--- src/rtl/bam_pkg.sv ---
// ----------------------------------------------------------------------------
// bam_pkg
// Shared constants and types for the complex block average magnitude block.
// ----------------------------------------------------------------------------
package bam_pkg;

  // Default widths of a sample part and of the sample counter
  localparam int SAMPLE_WIDTH_DEF = 16;
  localparam int COUNT_WIDTH_DEF  = 16;

  // Fixed field widths
  localparam int CFG_W = 16;  // block_length register
  localparam int OUT_W = 16;  // magnitude and samples_in_block

  // Configuration port
  localparam int APB_AW = 3;
  localparam int APB_DW = 32;

  // Register word indexes
  localparam logic [APB_AW-3:0] REG_BLOCK_LENGTH = 1'b0;

  localparam logic [CFG_W-1:0] BLOCK_LENGTH_RST = 16'd1;

  // Block queue between accumulator and arithmetic engine
  localparam int QUEUE_DEPTH = 2;

  typedef struct packed {
    logic full;
    logic empty;
  } bam_qstat_t;

endpackage

--- src/rtl/bam_front.sv ---
// ----------------------------------------------------------------------------
// bam_front
// Sample accumulator: sums real and imaginary parts, counts samples and
// hands each closed block to the queue.
// ----------------------------------------------------------------------------
module bam_front #(
  parameter int SAMPLE_WIDTH = bam_pkg::SAMPLE_WIDTH_DEF,
  parameter int COUNT_WIDTH  = bam_pkg::COUNT_WIDTH_DEF
) (
  input  logic                                         clk,
  input  logic                                         rst,
  input  logic [bam_pkg::CFG_W-1:0]                    block_length,
  input  logic                                         in_valid,
  output logic                                         in_ready,
  input  logic signed [SAMPLE_WIDTH-1:0]               sample_real,
  input  logic signed [SAMPLE_WIDTH-1:0]               sample_imag,
  input  logic                                         end_of_stream,
  input  bam_pkg::bam_qstat_t                          qstat,
  output logic                                         push,
  // {count, sum_imag, sum_real}
  output logic [2*(SAMPLE_WIDTH+COUNT_WIDTH)+COUNT_WIDTH-1:0] push_data
);
  import bam_pkg::*;

  localparam int SUMW = SAMPLE_WIDTH + COUNT_WIDTH;

  logic signed [SUMW-1:0]  sum_real;
  logic signed [SUMW-1:0]  sum_imag;
  logic [COUNT_WIDTH-1:0]  sample_count;

  logic signed [SUMW-1:0]  sum_real_next;
  logic signed [SUMW-1:0]  sum_imag_next;
  logic [COUNT_WIDTH-1:0]  sample_count_next;
  logic [COUNT_WIDTH-1:0]  blen;
  logic [COUNT_WIDTH-1:0]  limit;
  logic                    accept;
  logic                    close;

  assign in_ready = !qstat.full;
  assign accept   = in_valid && in_ready;

  // zero length behaves as one
  assign blen  = COUNT_WIDTH'(block_length);
  assign limit = (blen == '0) ? COUNT_WIDTH'(1) : blen;

  assign sum_real_next     = sum_real + SUMW'(sample_real);
  assign sum_imag_next     = sum_imag + SUMW'(sample_imag);
  assign sample_count_next = sample_count + 1'b1;

  assign close     = end_of_stream || (sample_count_next >= limit);
  assign push      = accept && close && (sample_count_next != '0);
  assign push_data = {sample_count_next, sum_imag_next, sum_real_next};

  always_ff @(posedge clk) begin
    if (rst) begin
      sum_real     <= '0;
      sum_imag     <= '0;
      sample_count <= '0;
    end else if (accept) begin
      if (close) begin
        sum_real     <= '0;
        sum_imag     <= '0;
        sample_count <= '0;
      end else begin
        sum_real     <= sum_real_next;
        sum_imag     <= sum_imag_next;
        sample_count <= sample_count_next;
      end
    end
  end

endmodule

--- src/rtl/bam_queue.sv ---
// ----------------------------------------------------------------------------
// bam_queue
// Short register queue of closed blocks.
// ----------------------------------------------------------------------------
module bam_queue #(
  parameter int WIDTH = 8,
  parameter int DEPTH = bam_pkg::QUEUE_DEPTH
) (
  input  logic                clk,
  input  logic                rst,
  input  logic                push,
  input  logic [WIDTH-1:0]    wr_data,
  input  logic                pop,
  output logic [WIDTH-1:0]    rd_data,
  output bam_pkg::bam_qstat_t qstat
);
  import bam_pkg::*;

  localparam int PW   = (DEPTH > 1) ? $clog2(DEPTH) : 1;
  localparam int CNTW = $clog2(DEPTH + 1);

  logic [WIDTH-1:0] entries [DEPTH];
  logic [PW-1:0]    wr_ptr;
  logic [PW-1:0]    rd_ptr;
  logic [CNTW-1:0]  fill;

  assign rd_data     = entries[rd_ptr];
  assign qstat.full  = (fill == CNTW'(DEPTH));
  assign qstat.empty = (fill == '0);

  always_ff @(posedge clk) begin
    if (push) begin
      entries[wr_ptr] <= wr_data;
    end
  end

  always_ff @(posedge clk) begin
    if (rst) begin
      wr_ptr <= '0;
      rd_ptr <= '0;
      fill   <= '0;
    end else begin
      if (push) begin
        wr_ptr <= (wr_ptr == PW'(DEPTH - 1)) ? '0 : wr_ptr + 1'b1;
      end
      if (pop) begin
        rd_ptr <= (rd_ptr == PW'(DEPTH - 1)) ? '0 : rd_ptr + 1'b1;
      end
      if (push && !pop) begin
        fill <= fill + 1'b1;
      end else if (pop && !push) begin
        fill <= fill - 1'b1;
      end
    end
  end

endmodule

--- src/rtl/bam_engine.sv ---
// ----------------------------------------------------------------------------
// bam_engine
// Per-block arithmetic: two restoring dividers in step, a shared squarer,
// a digit-by-digit square root and the result register.
// ----------------------------------------------------------------------------
module bam_engine #(
  parameter int SAMPLE_WIDTH = bam_pkg::SAMPLE_WIDTH_DEF,
  parameter int COUNT_WIDTH  = bam_pkg::COUNT_WIDTH_DEF
) (
  input  logic                                         clk,
  input  logic                                         rst,
  input  bam_pkg::bam_qstat_t                          qstat,
  input  logic [2*(SAMPLE_WIDTH+COUNT_WIDTH)+COUNT_WIDTH-1:0] q_data,
  output logic                                         pop,
  output logic                                         out_valid,
  input  logic                                         out_ready,
  output logic [bam_pkg::OUT_W-1:0]                    magnitude,
  output logic [bam_pkg::OUT_W-1:0]                    samples_in_block
);
  import bam_pkg::*;

  localparam int SW   = SAMPLE_WIDTH;
  localparam int CW   = COUNT_WIDTH;
  localparam int SUMW = SW + CW;
  localparam int RW   = 2 * SW;
  localparam int STW  = $clog2(SUMW);

  typedef enum logic [2:0] {
    S_IDLE, S_DIV, S_SQ_RE, S_SQ_IM, S_ADD, S_ROOT, S_DONE
  } state_t;

  state_t             state;
  logic [STW-1:0]     step;
  logic [SUMW-1:0]    dvd_re;     // dividend, quotient shifts in from below
  logic [SUMW-1:0]    dvd_im;
  logic [CW-1:0]      rem_re;
  logic [CW-1:0]      rem_im;
  logic [CW-1:0]      divisor;
  logic [RW-1:0]      rad;
  logic [RW-1:0]      prod;
  logic [SW:0]        rrem;       // up to twice the root, one bit above it
  logic [SW-1:0]      root;

  logic signed [SUMW-1:0] q_sum_re;
  logic signed [SUMW-1:0] q_sum_im;
  logic [CW-1:0]      q_count;
  logic [SUMW-1:0]    abs_re;
  logic [SUMW-1:0]    abs_im;
  logic [CW:0]        trial_re;
  logic [CW:0]        trial_im;
  logic [CW:0]        diff_re;
  logic [CW:0]        diff_im;
  logic               ge_re;
  logic               ge_im;
  logic [SW-1:0]      mul_op;
  logic [RW-1:0]      mul;
  logic [SW+2:0]      rtrial;
  logic [SW+2:0]      rsub;
  logic [SW+2:0]      rdiff;
  logic               rge;
  logic               out_free;

  assign q_sum_re = q_data[SUMW-1:0];
  assign q_sum_im = q_data[2*SUMW-1:SUMW];
  assign q_count  = q_data[2*SUMW+CW-1:2*SUMW];

  // |trunc(s/c)| = floor(|s|/c)
  assign abs_re = q_sum_re[SUMW-1] ? SUMW'(-q_sum_re) : SUMW'(q_sum_re);
  assign abs_im = q_sum_im[SUMW-1] ? SUMW'(-q_sum_im) : SUMW'(q_sum_im);

  assign pop = (state == S_IDLE) && !qstat.empty;

  assign trial_re = {rem_re, dvd_re[SUMW-1]};
  assign trial_im = {rem_im, dvd_im[SUMW-1]};
  assign ge_re    = trial_re >= {1'b0, divisor};
  assign ge_im    = trial_im >= {1'b0, divisor};
  assign diff_re  = trial_re - {1'b0, divisor};
  assign diff_im  = trial_im - {1'b0, divisor};

  assign mul_op = (state == S_SQ_RE) ? dvd_re[SW-1:0] : dvd_im[SW-1:0];
  assign mul    = RW'(mul_op) * RW'(mul_op);

  assign rtrial = {rrem, rad[RW-1:RW-2]};
  assign rsub   = {1'b0, root, 2'b01};
  assign rge    = rtrial >= rsub;
  assign rdiff  = rtrial - rsub;

  assign out_free = !out_valid || out_ready;

  always_ff @(posedge clk) begin
    if (rst) begin
      state     <= S_IDLE;
      out_valid <= 1'b0;
    end else begin
      if (out_valid && out_ready && (state != S_DONE)) begin
        out_valid <= 1'b0;
      end
      unique case (state)
        S_IDLE: begin
          if (!qstat.empty) begin
            dvd_re  <= abs_re;
            dvd_im  <= abs_im;
            rem_re  <= '0;
            rem_im  <= '0;
            divisor <= q_count;
            step    <= '0;
            state   <= S_DIV;
          end
        end
        S_DIV: begin
          rem_re <= ge_re ? diff_re[CW-1:0] : trial_re[CW-1:0];
          rem_im <= ge_im ? diff_im[CW-1:0] : trial_im[CW-1:0];
          dvd_re <= {dvd_re[SUMW-2:0], ge_re};
          dvd_im <= {dvd_im[SUMW-2:0], ge_im};
          step   <= step + 1'b1;
          if (step == STW'(SUMW - 1)) begin
            state <= S_SQ_RE;
          end
        end
        S_SQ_RE: begin
          rad   <= mul;
          state <= S_SQ_IM;
        end
        S_SQ_IM: begin
          prod  <= mul;
          state <= S_ADD;
        end
        S_ADD: begin
          rad   <= rad + prod;
          rrem  <= '0;
          root  <= '0;
          step  <= '0;
          state <= S_ROOT;
        end
        S_ROOT: begin
          rrem <= rge ? rdiff[SW:0] : rtrial[SW:0];
          root <= {root[SW-2:0], rge};
          rad  <= {rad[RW-3:0], 2'b00};
          step <= step + 1'b1;
          if (step == STW'(SW - 1)) begin
            state <= S_DONE;
          end
        end
        S_DONE: begin
          if (out_free) begin
            out_valid        <= 1'b1;
            magnitude        <= OUT_W'(root);
            samples_in_block <= OUT_W'(divisor);
            state            <= S_IDLE;
          end
        end
        default: state <= S_IDLE;
      endcase
    end
  end

endmodule

--- src/rtl/complex_block_average_magnitude_top.sv ---
// ----------------------------------------------------------------------------
// complex_block_average_magnitude_top
// Block mean of a complex Q1.15 sample stream, reported as its modulus.
// ----------------------------------------------------------------------------
// Samples arrive on the slave stream, real part in the low half of s_tdata,
// imaginary part above it, s_tlast marking the final sample of a stream.
// Every block_length samples (or at s_tlast, over however many samples came
// in) the block emits one item: floor(sqrt(mr^2 + mi^2)) where mr and mi are
// the block sums divided by the sample count, truncated toward zero, plus
// that count. A block_length of zero acts as one. The accumulator takes one
// item per clock while the queue is not full; each closed block goes into
// a two-entry queue and is then worked on by the arithmetic engine, which
// pops it, runs the two restoring dividers side by side bit by bit, squares
// both means in turn on the shared squarer, adds the squares, takes the
// square root bit by bit and hands the result over. Blocks no shorter than
// an engine pass therefore stream at one item per clock while the master
// side keeps up; shorter blocks hold s_tready low once the queue is full,
// and the sustained rate is then one block per engine pass.
// Results wait in an output register, so the engine and the accumulator
// keep going while the master side is stalled, until the queue fills.
// block_length sits at byte address 0 of the APB port and resets to 1.
// ----------------------------------------------------------------------------
module complex_block_average_magnitude_top #(
  parameter int SAMPLE_WIDTH = bam_pkg::SAMPLE_WIDTH_DEF,
  parameter int COUNT_WIDTH  = bam_pkg::COUNT_WIDTH_DEF
) (
  input  logic                               clk,
  input  logic                               rst,
  // configuration
  input  logic                               psel,
  input  logic                               penable,
  input  logic                               pwrite,
  input  logic [bam_pkg::APB_AW-1:0]         paddr,
  input  logic [bam_pkg::APB_DW-1:0]         pwdata,
  output logic [bam_pkg::APB_DW-1:0]         prdata,
  output logic                               pready,
  // sample items
  input  logic                               s_tvalid,
  output logic                               s_tready,
  // sample_real, sample_imag, zero pad to whole bytes
  input  logic [((2*SAMPLE_WIDTH+7)/8)*8-1:0] s_tdata,
  input  logic                               s_tlast,  // end_of_stream
  // result items
  output logic                               m_tvalid,
  input  logic                               m_tready,
  // magnitude, samples_in_block
  output logic [2*bam_pkg::OUT_W-1:0]        m_tdata
);
  import bam_pkg::*;

  localparam int SUMW = SAMPLE_WIDTH + COUNT_WIDTH;
  localparam int QW   = 2 * SUMW + COUNT_WIDTH;

  logic [CFG_W-1:0]              block_length;
  logic                          cfg_write;
  logic signed [SAMPLE_WIDTH-1:0] sample_real;
  logic signed [SAMPLE_WIDTH-1:0] sample_imag;
  logic                          q_push;
  logic [QW-1:0]                 q_wr_data;
  logic                          q_pop;
  logic [QW-1:0]                 q_rd_data;
  bam_qstat_t                    qstat;
  logic [OUT_W-1:0]              magnitude;
  logic [OUT_W-1:0]              samples_in_block;

  // --- configuration register -----------------------------------------------
  assign pready    = 1'b1;
  assign cfg_write = psel && penable && pwrite && pready;

  always_ff @(posedge clk) begin
    if (rst) begin
      block_length <= BLOCK_LENGTH_RST;
    end else if (cfg_write && (paddr[APB_AW-1:2] == REG_BLOCK_LENGTH)) begin
      block_length <= pwdata[CFG_W-1:0];
    end
  end

  assign prdata = (paddr[APB_AW-1:2] == REG_BLOCK_LENGTH) ?
                  APB_DW'(block_length) : '0;

  // --- stream unpacking -----------------------------------------------------
  assign sample_real = s_tdata[SAMPLE_WIDTH-1:0];
  assign sample_imag = s_tdata[2*SAMPLE_WIDTH-1:SAMPLE_WIDTH];

  // --- accumulator ----------------------------------------------------------
  bam_front #(
    .SAMPLE_WIDTH (SAMPLE_WIDTH),
    .COUNT_WIDTH  (COUNT_WIDTH)
  ) u_front (
    .clk           (clk),
    .rst           (rst),
    .block_length  (block_length),
    .in_valid      (s_tvalid),
    .in_ready      (s_tready),
    .sample_real   (sample_real),
    .sample_imag   (sample_imag),
    .end_of_stream (s_tlast),
    .qstat         (qstat),
    .push          (q_push),
    .push_data     (q_wr_data)
  );

  // --- closed-block queue ---------------------------------------------------
  bam_queue #(
    .WIDTH (QW),
    .DEPTH (QUEUE_DEPTH)
  ) u_queue (
    .clk     (clk),
    .rst     (rst),
    .push    (q_push),
    .wr_data (q_wr_data),
    .pop     (q_pop),
    .rd_data (q_rd_data),
    .qstat   (qstat)
  );

  // --- divide, square, root -------------------------------------------------
  bam_engine #(
    .SAMPLE_WIDTH (SAMPLE_WIDTH),
    .COUNT_WIDTH  (COUNT_WIDTH)
  ) u_engine (
    .clk              (clk),
    .rst              (rst),
    .qstat            (qstat),
    .q_data           (q_rd_data),
    .pop              (q_pop),
    .out_valid        (m_tvalid),
    .out_ready        (m_tready),
    .magnitude        (magnitude),
    .samples_in_block (samples_in_block)
  );

  assign m_tdata = {samples_in_block, magnitude};

  // --- checks ---------------------------------------------------------------
`ifndef SYNTHESIS
  // the accumulator must never hand over a block while the queue is full
  a_no_push_when_full: assert property (@(posedge clk) disable iff (rst)
    q_push |-> !qstat.full)
    else $error("block pushed into a full queue");

  // the engine only takes a block that is there
  a_no_pop_when_empty: assert property (@(posedge clk) disable iff (rst)
    q_pop |-> !qstat.empty)
    else $error("block popped from an empty queue");

  // a closed block always holds at least one sample
  a_block_not_empty: assert property (@(posedge clk) disable iff (rst)
    q_push |-> (q_wr_data[QW-1:2*SUMW] != '0))
    else $error("empty block handed to the engine");

  // a pushed block with no pop in that cycle shows up in the queue status in the next cycle
  a_push_fills: assert property (@(posedge clk) disable iff (rst)
    (q_push && !q_pop) |=> !qstat.empty)
    else $error("queue empty after a push");
`endif

endmodule

--- config.mk ---
export PLATFORM = sky130hd
export DESIGN_NAME = complex_block_average_magnitude_top
export DESIGN_NICKNAME = d
export VERILOG_FILES = /design/src/rtl/bam_pkg.sv /design/src/rtl/bam_front.sv /design/src/rtl/bam_queue.sv /design/src/rtl/bam_engine.sv /design/src/rtl/complex_block_average_magnitude_top.sv
export SDC_FILE = /design/constraint.sdc
export NUM_CORES = 2
export LEC_CHECK = 0
export ABC_CLOCK_PERIOD_IN_PS = 22700
export BUFFER_PORTS_ARGS = -buffer_cell sky130_fd_sc_hd__buf_2
export CAP_MARGIN = 20
export CORE_MARGIN = 4
export CORE_UTILIZATION = 60
export CTS_CLUSTER_DIAMETER = 50
export DETAILED_ROUTE_END_ITERATION = 8
export MAX_ROUTING_LAYER = met4
export PLACE_DENSITY = 0.78
export SLEW_MARGIN = 40
export SYNTH_ARGS = -nofsm -noshare
export SYNTH_HDL_FRONTEND = slang
export SYNTH_SLANG_ARGS = --single-unit
--- constraint.sdc ---
create_clock -name clk -period 22.7 [get_ports clk]
set_input_delay 1.135 -clock clk [delete_from_list [all_inputs] [get_ports clk]]
set_output_delay 1.135 -clock clk [all_outputs]
set_load 0.005 [all_outputs]
==> impl_metrics.csv <==
group,metric,value,unit
synth,avgSynthCellArea,10.0,um2
global_route,grt_max_degree,93,
global_route,overflow,0,
route,drc,0,
setup_path,cp_max_fo,30,
finish,nets,4157,
finish,drive_gt1_share,9.48,%
synth,synth_cell_types,97,
min_path,hp-start,"u_engine.root[2]",
synth,synth_compound_area_share,13.8,%
route,dr.pass1.iters,7,
sta,final_max_slew_viol_count,0,
setup_path,reg2reg_depth,27,
min_path,hold_class,"reg2reg",
die,num_rows,89,
synth,synth.area.top_cells,"edfxtp_1, fa_1, ha_1",
synth,synthAdderAreaFrac,18.4,%
setup_path,cp.arrival,8.89,ns
cts,tritoncts,"done",
finish,area_growth,9.16,%
die,die-area,63800,um2
die,initial_core_util,60.7,%
placed_design,routabilityCongestion,0.901,
die,io_pins,142,
route,wl,78400,um
synth,synthSimpleGateAreaFrac,12.7,%
sta,max_slew_margin,45.6,%
synth,ys_seq_elements,510,
global_route,grt_pass1_vias,26200,
sta,clock_skew,0.0388,ns
cts,clk_latency,0.62,ns
cts,cts_buffers,57,
sta,post-route-period-util,37.6,%
setup_path,end_kind,"flop",
global_route,grt_pass1_wl,129000,um
cts,path_clk_slew,0.06,ns
cts,clockRootBuffer,"clkbuf_16",
synth,async_flop_share,0,%
synth,synth_top_area_share,33.9,%
setup_path,cp.required,23.07,ns
sta,fin_crit,8.52,ns
synth,synth_top_family_by_area,"adder cells",
route,wire_per_inst,17.5,um
cts,cts_resized,0,
sta,grt_setup_unrepaired,"false",
run_status,status,"complete, no violations",
synth,synth-main-ff-cell,"edfxtp_1",
setup_path,worstReg2RegStart,"u_engine.state[0]",
cts,clock_tree.buffer_depth,3,
sta,fmax,117,MHz
sta,tightestPinTransition,0.817,ns
global_route,antenna_found_initial,0,
route,num_vias,26100,
global_route,gr-usage-all-layers,25.3,%
synth,yosysWarningCount,0,
finish,num_antenna_cells,0,
cts,ctsHoldBuffers,0,
route,antenna_left,0,
setup_path,path_class,"reg2reg",
setup_path,ff2ff_setup_slack,14.18,ns
synth,synth_area_leader_cell,"edfxtp_1",
cts,cts_setup_buffers,0,
setup_path,startpoint_type,"flop",
sta,fin_setup_tns,0,ns
die,coreArea,59100,um2
synth,synth_xor_area_share,5.51,%
placed_design,portBuffers,106,
synth,ys_seq_area_share,39.7,%
finish,fillers,4594,
job,max-cap-violations,0,
synth,synth_edf_count,405,
die,fp.dieH,253,um
sta,hold_violations,0,
die,dieWidth,253,um
synth,synth_mux_area_share,4.24,%
sta,finalSetupViolCount,0,
route,via_per_inst,5.84,
synth,syn-cell-area,35900,um2
cts,htreeDepth,2,
synth,syn_inst,3578,
setup_path,r2r-end,"u_engine.rad[31]",
setup_path,cp-endpoint,"u_engine.rad[31]",
setup_path,cp-startpoint,"u_engine.state[0]",
route,drtIter0Drc,1848,
placed_design,hpwl,57100,um
cts,clock-sinks,510,
flip-flops by register name (all words and copies together), names as in the netlist, named ones only:
signal	cells
u_queue.entries	160
u_engine.dvd_im	32
u_engine.dvd_re	32
u_engine.rad	32
u_front.sum_imag	32
u_front.sum_real	32
u_engine.prod	31
u_engine.rrem	17
block_length	16
u_engine.divisor	16
u_engine.magnitude	16
u_engine.rem_im	16
u_engine.rem_re	16
u_engine.root	16
u_engine.samples_in_block	16
u_front.sample_count	16
u_engine.step	5
u_engine.state	3
u_queue.fill	2
u_engine.out_valid	1
u_queue.rd_ptr	1
u_queue.wr_ptr	1
cell usage after synthesis, drive strengths merged, types with 40 or more instances:
master,count
a21o,91
a21oi,226
buf,42
clkbuf,100
dfxtp,105
edfxtp,405
fa,166
ha,262
inv,353
mux2,40
mux2i,107
nand2,307
nand3,69
nor2,344
nor3,75
o21ai,189
xnor2,132
xor2,93
placed cells by master, fill, tap and decap left out, types with 28 or more instances in the layout:
cell	synthesis	routed
nor3_1	72	71
a21o_1	91	90
mux2i_1	107	105
mux2_2	40	40
nor2_1	343	335
clkbuf_16	0	57
nand2_1	307	305
xnor2_1	131	131
o21ai_0	164	163
a21oi_1	223	223
xor2_1	93	93
edfxtp_1	405	405
buf_4	23	31
nand3_1	69	69
dfxtp_1	105	104
buf_2	12	106
ha_1	262	262
fa_1	166	166
inv_1	351	351
a31oi_1	29	28
worst min-delay path by stage:
stage | to | slack [ns] | depth (start not counted)
finish | u_engine.magnitude[2] | 0.45 | 0
global route | u_engine.magnitude[4] | 0.45 | 0
CTS | u_engine.magnitude[2] | 0.44 | 0
detailed placement | u_engine.magnitude[2] | 0.43 | 0
global placement | u_engine.samples_in_block[10] | 0.43 | 0
floorplan | u_engine.magnitude[0] | 0.43 | 0
critical path: stages, from the launching register on:
cell,delay (ns)
dfxtp_1,0.30
buf_4,0.22
nor2b_1,0.21
and2b_1,0.14
buf_4,0.31
mux2i_2,0.62
clkinv_1,0.59
nand2_1,0.27
inv_1,0.08
fa_1,0.50
inv_1,0.05
fa_1,0.52
inv_1,0.05
fa_1,0.51
fa_1,0.51
fa_1,0.49
inv_1,0.06
fa_1,0.50
inv_1,0.05
ha_1,0.34
and3_1,0.20
and4_1,0.19
o221ai_1,0.14
a31oi_1,0.48
a31o_2,0.25
a211oi_1,0.08
xnor2_1,0.18
a221o_1,0.36
area by class of cell:
cell class | instances | area [um2] | share of cell area (%)
multi-input cells | 2583 | 19800 | 50.4
repair buffers | 144 | 867 | 2.21
well taps | 773 | 967 | 2.47
flip-flops and latches | 510 | 14300 | 36.4
inverters | 358 | 1340 | 3.43
clock inverters | 38 | 465 | 1.19
clock buffers | 68 | 1520 | 3.87
logic make-up (layout without fill, tap and decap cells):
| kind of cell | Yosys count | in the layout |
|---|---|---|
| xor gates and xnor gates | 225 | 225 |
| muxes | 147 | 147 |
| other | 2 | 17 |
| AOI/OAI and AO/OA | 769 | 769 |
| buffers and inverters | 500 | 608 |
| DFF | 510 | 510 |
| adders and majority gates | 428 | 428 |
| and+or+nand+nor | 997 | 997 |
per-layer routing:
layer / vias up / track usage (%) / part of all wire, %
li1: 12700 / - / -
met3: 157 / 3.47 / 5.6
met5: - / - / 0
met2: 734 / 41.7 / 48
met4: 0 / 7.84 / 2.9
met1: 12500 / 32.9 / 43
through the flow:
stage | setup slack [ns] | cell area [um2] | std cells | hold slack [ns] | utilization [%]
2_1_floorplan | 13.96 | 36000 | 3593 | 0.426 | -
3_3_place_gp | 14.16 | 37100 | 4366 | 0.431 | 62.8
3_5_place_dp | 14.03 | 37200 | 4368 | 0.434 | 62.9
4_1_cts | 14.00 | 39200 | 4474 | 0.445 | 66.2
5_1_grt | 13.78 | 39200 | 4474 | 0.452 | 66.3
6_report | 14.18 | 39200 | 4474 | 0.448 | 66.3
Power is not shown: default switching activity piles up to over one toggle a cycle in this logic, so the estimate is an artifact.
